File: config.mk
export PLATFORM = sky130hd
export DESIGN_NAME = double_ended_queue_flat
export DESIGN_NICKNAME = d
export VERILOG_FILES = /design/src/rtl/deq_pkg.sv /design/src/rtl/deq_req_if.sv /design/src/rtl/deq_rsp_if.sv /design/src/rtl/deq_ctrl.sv /design/src/rtl/deq_dpath.sv /design/src/rtl/double_ended_queue.sv /design/src/flat_wrapper.sv
export SDC_FILE = /design/constraint.sdc
export NUM_CORES = 1
export LEC_CHECK = 0
export BUFFER_PORTS_ARGS = -buffer_cell sky130_fd_sc_hd__clkbuf_2
export CORE_UTILIZATION = 45
export DETAILED_ROUTE_END_ITERATION = 12
export PLACE_DENSITY = 0.69
export SLEW_MARGIN = 10
export SYNTH_ARGS = -nofsm -noshare
export SYNTH_HDL_FRONTEND = slang
export SYNTH_SLANG_ARGS = --single-unit
File: constraint.sdc
create_clock -name clk_i -period 5.7 [get_ports clk_i]
set_clock_uncertainty 0.2 [all_clocks]
set_input_delay 0.57 -clock clk_i [delete_from_list [all_inputs] [get_ports clk_i]]
set_output_delay 0.57 -clock clk_i [all_outputs]
set_load 0.03 [all_outputs]
File: src/rtl/deq_pkg.sv
`default_nettype none
// ----------------------------------------------------------------------------
// deq_pkg: shared types and constants for the double-ended queue
// Word and pointer widths, command and status codes, control/status structs.
// ----------------------------------------------------------------------------
package deq_pkg;

  localparam int DEPTH  = 16;
  localparam int WORD_W = 32;
  localparam int ADDR_W = (DEPTH > 1) ? $clog2(DEPTH) : 1;
  localparam int CNT_W  = $clog2(DEPTH + 1);

  localparam logic [WORD_W-1:0] ALL_ONES = {WORD_W{1'b1}};

  typedef enum logic [1:0] {
    CMD_PUSH_FRONT = 2'd0,
    CMD_PUSH_BACK  = 2'd1,
    CMD_POP_FRONT  = 2'd2,
    CMD_POP_BACK   = 2'd3
  } cmd_e;

  localparam logic [1:0] ST_DONE  = 2'd0;
  localparam logic [1:0] ST_EMPTY = 2'd1;
  localparam logic [1:0] ST_FULL  = 2'd2;

  // controller -> datapath
  typedef struct packed {
    logic take;   // capture the incoming command
    logic exec;   // run the queue access
    logic load;   // move the result into the output register
  } deq_ctl_t;

  // datapath -> controller
  typedef struct packed {
    logic out_free;  // output register empty or being emptied this cycle
  } deq_stat_t;

endpackage

`default_nettype wire

File: src/rtl/deq_req_if.sv
`default_nettype none
// ----------------------------------------------------------------------------
// deq_req_if: command channel
// valid/ready handshake carrying one queue command and its push word.
// ----------------------------------------------------------------------------
interface deq_req_if
  import deq_pkg::*;
();
  logic                     valid;
  logic                     ready;
  logic [1:0]               cmd;
  logic signed [WORD_W-1:0] value;

  modport source (output valid, output cmd, output value, input ready);
  modport sink   (input valid, input cmd, input value, output ready);
endinterface

`default_nettype wire

File: src/rtl/deq_rsp_if.sv
`default_nettype none
// ----------------------------------------------------------------------------
// deq_rsp_if: result channel
// valid/ready handshake carrying the popped word, status and empty flag.
// ----------------------------------------------------------------------------
interface deq_rsp_if
  import deq_pkg::*;
();
  logic                     valid;
  logic                     ready;
  logic signed [WORD_W-1:0] popped_word;
  logic [1:0]               status;
  logic                     now_empty;

  modport source (output valid, output popped_word, output status, output now_empty,
                  input ready);
  modport sink   (input valid, input popped_word, input status, input now_empty,
                  output ready);
endinterface

`default_nettype wire

File: src/rtl/deq_ctrl.sv
`default_nettype none
// ----------------------------------------------------------------------------
// deq_ctrl: sequencing state machine
// Steps each command through capture, access and result hand-off.
// ----------------------------------------------------------------------------
module deq_ctrl import deq_pkg::*; (
  input  wire logic      clk_i,
  input  wire logic      rst_ni,
  input  wire logic      in_valid_i,
  output logic           in_ready_o,
  input  wire deq_stat_t stat_i,
  output deq_ctl_t       ctl_o
);

  localparam logic [1:0] S_IDLE   = 2'd0;
  localparam logic [1:0] S_ACCESS = 2'd1;
  localparam logic [1:0] S_DONE   = 2'd2;

  logic [1:0] state_q, state_d;

  always_comb begin
    state_d    = state_q;
    in_ready_o = 1'b0;
    ctl_o      = '0;
    case (state_q)
      S_IDLE: begin
        in_ready_o = 1'b1;
        if (in_valid_i) begin
          ctl_o.take = 1'b1;
          state_d    = S_ACCESS;
        end
      end
      S_ACCESS: begin
        ctl_o.exec = 1'b1;
        state_d    = S_DONE;
      end
      S_DONE: begin
        // hold until the output register can take the result
        if (stat_i.out_free) begin
          ctl_o.load = 1'b1;
          state_d    = S_IDLE;
        end
      end
      default: begin
        state_d = S_IDLE;
      end
    endcase
  end

  always_ff @(posedge clk_i or negedge rst_ni) begin
    if (!rst_ni) begin
      state_q <= S_IDLE;
    end else begin
      state_q <= state_d;
    end
  end

endmodule

`default_nettype wire

File: src/rtl/deq_dpath.sv
`default_nettype none
// ----------------------------------------------------------------------------
// deq_dpath: ring buffer datapath
// Entry memory, front/back pointers, occupancy and the result register.
// ----------------------------------------------------------------------------
module deq_dpath import deq_pkg::*; (
  input  wire logic                     clk_i,
  input  wire logic                     rst_ni,
  input  wire deq_ctl_t                 ctl_i,
  output deq_stat_t                     stat_o,
  input  wire logic [1:0]               cmd_i,
  input  wire logic signed [WORD_W-1:0] value_i,
  output logic                          out_valid_o,
  input  wire logic                     out_ready_i,
  output logic signed [WORD_W-1:0]      popped_word_o,
  output logic [1:0]                    status_o,
  output logic                          now_empty_o
);

  localparam logic [ADDR_W-1:0] ADDR_LAST = ADDR_W'(DEPTH - 1);
  localparam logic [CNT_W-1:0]  CNT_FULL  = CNT_W'(DEPTH);

  logic [WORD_W-1:0] mem_q [DEPTH];

  logic [1:0]        cmd_q;
  logic [WORD_W-1:0] word_q;
  logic [ADDR_W-1:0] front_q, front_d, back_q, back_d;
  logic [CNT_W-1:0]  occ_q, occ_d;
  logic [WORD_W-1:0] rd_q;
  logic              pop_ok_q, pop_ok_d;
  logic [1:0]        st_q, st_d;
  logic              out_valid_q;
  logic [WORD_W-1:0] out_word_q;
  logic [1:0]        out_st_q;
  logic              out_empty_q;

  logic [ADDR_W-1:0] front_inc, front_dec, back_inc, back_dec;
  logic [ADDR_W-1:0] wr_addr, rd_addr;
  logic              wr_en, rd_en, empty, full;

  assign front_inc = (front_q == ADDR_LAST) ? '0 : front_q + 1'b1;
  assign front_dec = (front_q == '0) ? ADDR_LAST : front_q - 1'b1;
  assign back_inc  = (back_q == ADDR_LAST) ? '0 : back_q + 1'b1;
  assign back_dec  = (back_q == '0) ? ADDR_LAST : back_q - 1'b1;
  assign empty     = (occ_q == '0);
  assign full      = (occ_q == CNT_FULL);

  always_comb begin
    front_d  = front_q;
    back_d   = back_q;
    occ_d    = occ_q;
    pop_ok_d = 1'b0;
    st_d     = ST_DONE;
    wr_en    = 1'b0;
    rd_en    = 1'b0;
    wr_addr  = back_q;
    rd_addr  = front_q;
    case (cmd_q)
      CMD_PUSH_FRONT: begin
        if (full) begin
          st_d = ST_FULL;
        end else begin
          wr_en   = 1'b1;
          wr_addr = front_dec;
          front_d = front_dec;
          occ_d   = occ_q + 1'b1;
        end
      end
      CMD_PUSH_BACK: begin
        if (full) begin
          st_d = ST_FULL;
        end else begin
          wr_en   = 1'b1;
          wr_addr = back_q;
          back_d  = back_inc;
          occ_d   = occ_q + 1'b1;
        end
      end
      CMD_POP_FRONT: begin
        if (empty) begin
          st_d = ST_EMPTY;
        end else begin
          rd_en    = 1'b1;
          pop_ok_d = 1'b1;
          rd_addr  = front_q;
          front_d  = front_inc;
          occ_d    = occ_q - 1'b1;
        end
      end
      default: begin
        if (empty) begin
          st_d = ST_EMPTY;
        end else begin
          rd_en    = 1'b1;
          pop_ok_d = 1'b1;
          rd_addr  = back_dec;
          back_d   = back_dec;
          occ_d    = occ_q - 1'b1;
        end
      end
    endcase
  end

  // entry memory: one write or one registered read per access
  always_ff @(posedge clk_i) begin
    if (ctl_i.exec && wr_en) begin
      mem_q[wr_addr] <= word_q;
    end
    if (ctl_i.exec && rd_en) begin
      rd_q <= mem_q[rd_addr];
    end
  end

  // captured command and per-access flags (payload, no reset)
  always_ff @(posedge clk_i) begin
    if (ctl_i.take) begin
      cmd_q  <= cmd_i;
      word_q <= value_i;
    end
    if (ctl_i.exec) begin
      st_q <= st_d;
    end
    if (ctl_i.load) begin
      out_word_q  <= pop_ok_q ? rd_q : ALL_ONES;
      out_st_q    <= st_q;
      out_empty_q <= empty;
    end
  end

  always_ff @(posedge clk_i or negedge rst_ni) begin
    if (!rst_ni) begin
      front_q     <= '0;
      back_q      <= '0;
      occ_q       <= '0;
      pop_ok_q    <= 1'b0;
      out_valid_q <= 1'b0;
    end else begin
      if (ctl_i.exec) begin
        front_q  <= front_d;
        back_q   <= back_d;
        occ_q    <= occ_d;
        pop_ok_q <= pop_ok_d;
      end
      if (ctl_i.load) begin
        out_valid_q <= 1'b1;
      end else if (out_ready_i) begin
        out_valid_q <= 1'b0;
      end
    end
  end

  assign stat_o.out_free = !out_valid_q || out_ready_i;
  assign out_valid_o     = out_valid_q;
  assign popped_word_o   = out_word_q;
  assign status_o        = out_st_q;
  assign now_empty_o     = out_empty_q;

endmodule

`default_nettype wire

File: src/rtl/double_ended_queue.sv
`default_nettype none
// ----------------------------------------------------------------------------
// double_ended_queue: bounded deque of signed 32-bit words on a ring buffer
// Push/pop at either end; every command returns one result transfer.
// ----------------------------------------------------------------------------
//
//  channel  | dir | payload                              | handshake
//  ---------+-----+--------------------------------------+-------------
//  req_i    | in  | cmd[1:0], value[31:0] signed         | valid/ready
//  rsp_o    | out | popped_word[31:0], status, now_empty | valid/ready
//
//  Sequence: a command steps the sequencer through capture, memory access
//  with registered read and result load; the result becomes valid when it
//  is loaded into the output register. One command is in flight at a time,
//  so the next command is taken only once the last result has been loaded.
//  Reset: pointers, occupancy and handshake state clear; entries are not
//  cleared and are only ever read after being written.
//  Stalls: the output register frees req_i to take the next command while a
//  result waits; the sequencer holds in its final step only if that result
//  is still not taken.
//
module double_ended_queue import deq_pkg::*; (
  input  wire logic clk_i,
  input  wire logic rst_ni,
  deq_req_if.sink   req_i,
  deq_rsp_if.source rsp_o
);

  deq_ctl_t  ctl;
  deq_stat_t stat;

  // sequencer: capture -> access -> load result
  deq_ctrl u_ctrl (
    .clk_i      (clk_i),
    .rst_ni     (rst_ni),
    .in_valid_i (req_i.valid),
    .in_ready_o (req_i.ready),
    .stat_i     (stat),
    .ctl_o      (ctl)
  );

  // ring buffer, pointers and result register
  deq_dpath u_dpath (
    .clk_i         (clk_i),
    .rst_ni        (rst_ni),
    .ctl_i         (ctl),
    .stat_o        (stat),
    .cmd_i         (req_i.cmd),
    .value_i       (req_i.value),
    .out_valid_o   (rsp_o.valid),
    .out_ready_i   (rsp_o.ready),
    .popped_word_o (rsp_o.popped_word),
    .status_o      (rsp_o.status),
    .now_empty_o   (rsp_o.now_empty)
  );

  // one command in flight: ready drops right after a transfer in
  a_one_in_flight: assert property (@(posedge clk_i) disable iff (!rst_ni)
    (req_i.valid && req_i.ready) |=> !req_i.ready)
    else $error("command accepted while another is in flight");

  // a waiting result is never overwritten
  a_no_overwrite: assert property (@(posedge clk_i) disable iff (!rst_ni)
    (rsp_o.valid && !rsp_o.ready) |-> !ctl.load)
    else $error("result register overwritten before transfer");

  // a refused pop means the queue is empty; a refused push means it is not
  a_status_empty: assert property (@(posedge clk_i) disable iff (!rst_ni)
    (rsp_o.valid && rsp_o.status == ST_EMPTY) |-> rsp_o.now_empty)
    else $error("empty status with non-empty queue");

  a_status_full: assert property (@(posedge clk_i) disable iff (!rst_ni)
    (rsp_o.valid && rsp_o.status == ST_FULL) |-> !rsp_o.now_empty)
    else $error("full status with empty queue");

  // a new result appears only after a load
  a_valid_src: assert property (@(posedge clk_i) disable iff (!rst_ni)
    $rose(rsp_o.valid) |-> $past(ctl.load))
    else $error("result valid without load");

endmodule

`default_nettype wire
File: src/flat_wrapper.sv
// flat-port wrapper written by rule: the top's interface ports become plain ports
module double_ended_queue_flat import deq_pkg::*;
  (clk_i, rst_ni, req_i_valid, req_i_cmd, req_i_value, req_i_ready, rsp_o_valid, rsp_o_popped_word, rsp_o_status, rsp_o_now_empty, rsp_o_ready);
  deq_req_if req_i_i ();
  deq_rsp_if rsp_o_i ();
  input  wire logic clk_i;
  input  wire logic rst_ni;
  input wire logic [$bits(req_i_i.valid)-1:0] req_i_valid;
  input wire logic [$bits(req_i_i.cmd)-1:0] req_i_cmd;
  input wire logic [$bits(req_i_i.value)-1:0] req_i_value;
  output wire logic [$bits(req_i_i.ready)-1:0] req_i_ready;
  output wire logic [$bits(rsp_o_i.valid)-1:0] rsp_o_valid;
  output wire logic [$bits(rsp_o_i.popped_word)-1:0] rsp_o_popped_word;
  output wire logic [$bits(rsp_o_i.status)-1:0] rsp_o_status;
  output wire logic [$bits(rsp_o_i.now_empty)-1:0] rsp_o_now_empty;
  input wire logic [$bits(rsp_o_i.ready)-1:0] rsp_o_ready;
  assign req_i_i.valid = req_i_valid;
  assign req_i_i.cmd = req_i_cmd;
  assign req_i_i.value = req_i_value;
  assign req_i_ready = req_i_i.ready;
  assign rsp_o_valid = rsp_o_i.valid;
  assign rsp_o_popped_word = rsp_o_i.popped_word;
  assign rsp_o_status = rsp_o_i.status;
  assign rsp_o_now_empty = rsp_o_i.now_empty;
  assign rsp_o_i.ready = rsp_o_ready;
  double_ended_queue u_core (.clk_i(clk_i), .rst_ni(rst_ni), .req_i(req_i_i), .rsp_o(rsp_o_i));
endmodule
Word-level counts from Yosys, hierarchy flattened
Memory sizes are Yosys's and may differ from the RTL's. A register that Yosys moved wholly into a read port is not among the register bits.
Cells that the tools add are included.
- memories: 1
- bits in registers: 88
- output and inout port bits: 37
- logic and storage cells: 90
- bits of input ports: 38
- bits in read-only memories: 0
- RAM bits: 512
- bits in latches: 0
- memory list (name ; words ; bits a word ; read ports ; clocked after memory_dff ; wr ports ; RTL line ; RTL):
    u_core.u_dpath.mem_q ; 16 ; 32 ; 1 ; 1 ; 1 ; deq_dpath.sv:23 ; logic [WORD_W-1:0] mem_q [DEPTH];
- reductions and logical operators: 18
- muxes and demuxes: 37
- $lt $le $gt $ge: 0
- $mul: 0
- add/subtract/negate cells: 6
- equal/unequal tests: 15
- shift operators: 0
- bitwise operators: 1
- div/mod/pow operators: 0
- operators with widths (kind ; number):
    2-to-1 mux 4 bit ; 12
    case mux 4 bit (2 select lines) ; 2
    2-to-1 mux 1 bit ; 15
    2-to-1 mux 5 bit ; 3
    inequality test 2 bit (second input constant) ; 6
    adder 4 x 1 -> 4 bit (second input constant) ; 2
    equality test 4 bit (second input constant) ; 2
    logical NOT 4 bit ; 2
    2-to-1 mux 2 bit ; 4
    AND reduction 4 bit ; 2
    subtractor 4 x 1 -> 4 bit (second input constant) ; 2
    case mux 2 bit (3 select lines) ; 1
    adder 5 x 1 -> 5 bit (second input constant) ; 1
    equality test 5 bit (second input constant) ; 1
    logical NOT 5 bit ; 1
    subtractor 5 x 1 -> 5 bit (second input constant) ; 1
    equality test 2 x 1 -> 1 bit (second input constant) ; 2
    equality test 2 bit (second input constant) ; 2
    logical NOT 2 bit ; 2
    inequality test 2 x 1 -> 1 bit (second input constant) ; 2
    nonzero test 2 bit ; 2
    OR reduction 2 bit ; 2
    AND reduction 3 bit ; 1
    OR reduction 3 bit ; 1
    other kinds (5) ; 6

Logic depth before layout (Yosys ltp)
- depth after elaboration: 6
- depth in mapped cells: 12
- depth with buffers taken out: 8

Modules after synthesis
Synthesis repeated with hierarchy kept, for this count alone.
- cell total of the unflattened synthesis: 1303
- area total of the unflattened synthesis: 24023.0 µm²
- modules (own cells, without submodules) (module ; times used ; cells an instance ; area each (µm²) ; sequential area each (µm²)):
    deq_dpath ; 1 ; 1294 ; 23927.9 ; 18843.1
    deq_ctrl ; 1 ; 9 ; 95.1 ; 50.0

Least setup slack after synthesis
OpenSTA, ideal clock, no wires.
- kind: register to register
- start point: register u_core.u_dpath.occ_q[1]
- end point: memory u_core.u_dpath.mem_q[4][0], enable pin
- path buffers: 0
- arrival: 4.680 ns
- clock period less this slack: 5.393 ns
- required time: 4.987 ns
- slack: 0.307 ns
- stages on the path, launching flop included: 5
- setup time: 0.513 ns
- cell sequence: dfrtp_1 -> nor4_4 -> a211oi_1 -> a21oi_1 -> nor4b_1
- cells in the longest elaborated chain, start to end: 6
- elaborated cells between the ends (all ways): 8
- classes of those cells: eq/ne (1); mux (6); reduce/logical (1)
- ends and longest elaborated chain (what ; RTL line ; RTL):
    from (decl) ; deq_dpath.sv:28 ; logic [CNT_W-1:0] occ_q, occ_d;
    from (signal assigned) ; deq_dpath.sv:134 ; occ_q <= '0;
    from (signal assigned) ; deq_dpath.sv:141 ; occ_q <= occ_d;
    equality test 5 bit * ; deq_dpath.sv:46 ; assign full = (occ_q == CNT_FULL);
    2-to-1 mux 1 bit ; deq_dpath.sv:60, deq_dpath.sv:70 ;
    2-to-1 mux 1 bit ; - ;
    logical AND 1 bit ; deq_dpath.sv:106 ; if (ctl_i.exec && wr_en) begin
    2-to-1 mux 1 bit ; deq_dpath.sv:106 ;
    2-to-1 mux 1 bit (not written as such) ; deq_dpath.sv:107 ; mem_q[wr_addr] <= word_q;
    to (decl) ; deq_dpath.sv:23 ;
Mark *: on every way between the ends. The rest lies on a longest branch, timed or not.

Worst setup path in the final report
- start point: register u_core.u_dpath.cmd_q[1]
- end point: memory u_core.u_dpath.mem_q[6][16], enable pin
- cells in the longest elaborated chain, start to end: 6
- elaborated cells between the ends (all ways): 8
- classes of those cells: eq/ne (1); mux (4); reduce/logical (3)
- ends and longest elaborated chain (what ; RTL line ; RTL):
    from (decl) ; deq_dpath.sv:25 ; logic [1:0] cmd_q;
    from (signal assigned) ; deq_dpath.sv:117 ; cmd_q <= cmd_i;
    equality test 2 x 1 -> 1 bit or logical NOT 2 bit (tied branches) ; deq_dpath.sv:58 ; case (cmd_q)
    OR reduction 2 bit (no source line) ; - ;
    2-to-1 mux 1 bit ; - ;
    logical AND 1 bit ; deq_dpath.sv:106 ;
    2-to-1 mux 1 bit ; deq_dpath.sv:106 ;
    2-to-1 mux 1 bit (not written as such) ; deq_dpath.sv:107 ;
Parallel ways exist; a longest one is shown, timed or not.

==> reports/results.txt <==
# setup viols final = 0
Leak = 9.63 nW
flops & latches, synth = 632
Hold Slack = 0.0733 ns
total clock buffers created by CTS = 59
Buffers on Ports = 74
fillcell total = 4,136
row count = 84
HP Class = in -> reg
drt initial violations = 1,279
Setup TNS = 0 ns
initial antenna violation count = 0
P&R area growth vs syn = 15.1%
DP Wirelength = 27.1 mm
die width = 234 um
sequential group share of total power = 44.3%
Yosys top cell area share = 76.2%
vias post-DR = 12,200
fin crit period = 4.14 ns
# diodes = 0
syn nets = 1,379
fin util = 52.7%
CTS tree = built
Pwr Density = 480 nW/um^2
M1 GR Usage = 24.9%
CP Class = reg -> reg
Clock Sinks = 632
# IOs = 75
post-synth cell types = 47
Slew HR = 23.0%
Hold Vio Cnt, Final = 0
Int Power = 9.33 mW
fraction of layout cells with a size suffix above 1 = 14.7%
ANT nets after route = 0
vias per cell = 5.56
die height = 234 um
Synth Instances = 1,333
max cap viols = 0
final wirelength = 50.6 mm
nets = 1,512
wire per inst = 23.0 um
Tot GR Track Use = 18.9%
Clock transition at path regs = 0.06 ns
first-pass GRT wire length = 75.9 mm
RSZ-0062 raised after global routing = no
pin count of the biggest net entering global routing = 102
DIE AREA = 54,800 sq um
fin. max-slew vios = 0
Initial DRT Pass Iterations = 7
CP max FO = 25
worst slew pin tran = 1.15 ns
Post-DP Area = 25,600 sq um
met3 GRT Util = 3.17%
leading cell types in the layout, fill and taps excluded = edfxtp_1, mux2i_1, o22ai_1
sequential share of the synthesized area = 78.0%
mean post-synth cell area = 18.2 sq um
Max Fclk = 242 MHz
Starting Density = 45.8%
Tcrit/Tclk final = 72.6%
WP data arrival = 4.23 ns
met2 Usage GRT = 32.0%
Crit path required time = 5.80 ns
ys flop type = edfxtp_1
number of synthesized flops with an enable pin = 615
root buffer cell = clkbuf_16
H-tree depth = 2
most common cell after layout, fill and taps aside = edfxtp_1
post-route cell area = 27,900 sq um
sw frac = 30.3%
Synthesis Warnings = 0
Post-route DRC = 0
number of global-route vias before repair = 12,300
global route overflow = 0
Worst setup EP type = flop
CP startpoint kind = flop
area leader, netlist = edfxtp_1
GPL Wtd Cong = 0.800
Cell Area, Synth = 24,200 sq um
Worst-Skew Late Latency = 0.61 ns
Worst VDD drop = 0.402 mV
clock share of power = 29.2%
Max clock buf depth = 3
busiest grt layer = met2
total power = 13.4 mW
top post-synthesis cells by area = edfxtp_1, mux2i_1, o22ai_1, dfrtp_1, or4_1
status = completed
Combinational Power Share = 26.5%
Async SR Flop Fraction = 2.69%
core area = 52,900 sq um
Net Sw Power = 4.06 mW
path summary, 6_finish.rpt:
path | slack [ns] | cells after the start | startpoint | end
worst max register to register | 1.56 | 6 | u_core.u_dpath.cmd_q[1]$_DFFE_PP_ | u_core.u_dpath.mem_q[6][16]$_DFFE_PP_
worst max-delay path | 1.56 | 6 | u_core.u_dpath.cmd_q[1]$_DFFE_PP_ | u_core.u_dpath.mem_q[6][16]$_DFFE_PP_
worst min register to register | 0.22 | 0 | u_core.u_dpath.st_q[0]$_SDFFCE_PN0P_ | u_core.u_dpath.status_o[0]$_DFFE_PP_
min in group asynchronous | 0.24 | 2 | rst_ni | u_core.u_dpath.out_valid_o$_DFFE_PN0P_
max in group asynchronous | 4.74 | 2 | rst_ni | u_core.u_dpath.back_q[2]$_DFFE_PN0P_
worst min-delay path | 0.07 | 3 | rsp_o_ready | u_core.u_dpath.out_valid_o$_DFFE_PN0P_
cell usage after synthesis, drive strengths merged (4+ instances only):
master / instances
a21o: 5
a21oi: 17
a31oi: 4
and2: 7
buf: 44
clkbuf: 27
dfrtp: 17
edfxtp: 615
ha: 7
inv: 11
mux2i: 259
nand2: 20
nand2b: 40
nor2: 20
nor2b: 7
nor3: 9
nor3b: 5
o21ai: 15
o22ai: 128
or4: 34
xnor2: 9
xor2: 4
final cells by class:
| cell class | count | area, sq um | share of cell area [%] |
|---|---|---|---|
| inverters | 12 | 45.0 | 0.162 |
| clock inverters | 39 | 404 | 1.45 |
| repair buffers | 143 | 1040 | 3.73 |
| flip-flops and latches | 632 | 18900 | 67.8 |
| clock buffers | 71 | 1520 | 5.46 |
| well taps | 688 | 861 | 3.09 |
| multi-input cells | 618 | 5120 | 18.4 |
critical path, cell delays in order, from the launching register on:
cell	delay, ns
edfxtp_1	0.66
a211oi_1	0.65
nor2_1	0.10
a21oi_1	0.65
nand3_1	0.44
nor3b_2	0.77
buf_12	0.31
state kept, by name, indices dropped and copies added, names as in the netlist:
register,cells
u_core.u_dpath.rd_q,32
u_core.u_dpath.now_empty_o,1
u_core.u_dpath.cmd_q,2
u_core.u_dpath.occ_q,5
u_core.u_dpath.back_q,4
u_core.u_dpath.mem_q,512
u_core.u_dpath.status_o,2
u_core.u_dpath.word_q,32
u_core.u_dpath.out_valid_o,1
u_core.u_dpath.st_q,2
u_core.u_ctrl.state_q,2
u_core.u_dpath.pop_ok_q,1
u_core.u_dpath.front_q,4
u_core.u_dpath.popped_word_o,32
power groups by stage:
stage / Clock, mW / Sequential [mW] / Combinational (mW)
global placement: 0 / 6.01 / 3.49
floorplan: 0 / 5.97 / 2.60
finish: 3.91 / 5.93 / 3.55
detailed placement: 0 / 6.03 / 3.55
CTS: 3.98 / 5.93 / 3.59
global route: 4.16 / 5.97 / 3.82
per-layer routing:
layer / routed length, um / vias up
met3: 2510 / 102
li1: - / 5592
met5: 0 / -
met4: 1360 / 0
met1: 21500 / 6224
met2: 25200 / 329
metrics by stage:
step | setup WS, ns | std cells
6_report | 1.56 | 2203
5_1_grt | 1.20 | 2203
4_1_cts | 1.64 | 2203
3_5_place_dp | 1.66 | 2057
3_3_place_gp | 1.77 | 2057
2_1_floorplan | 0.307 | 1333
cells by family (layout without fill, tap and decap cells):
logic type      Yosys count  after routing  share of synthesized area [%]
mux                     259            259                           10.7
flops                   632            632                           78.0
compound gates          181            181                           4.69
xor+xnor                 13             13                          0.470
fa+ha+maj                 8              8                          0.444
simple gates            157            157                           3.90
buf+inv                  83            265                           1.80
timing repair:
item                                   in CTS  in global routing
setup buffers                               0                  0
endpoints found under the hold margin      52                  0
hold buffers                               36                  0
resized for setup                           0                  0
Note: power is estimated with default switching activity, not from simulation.
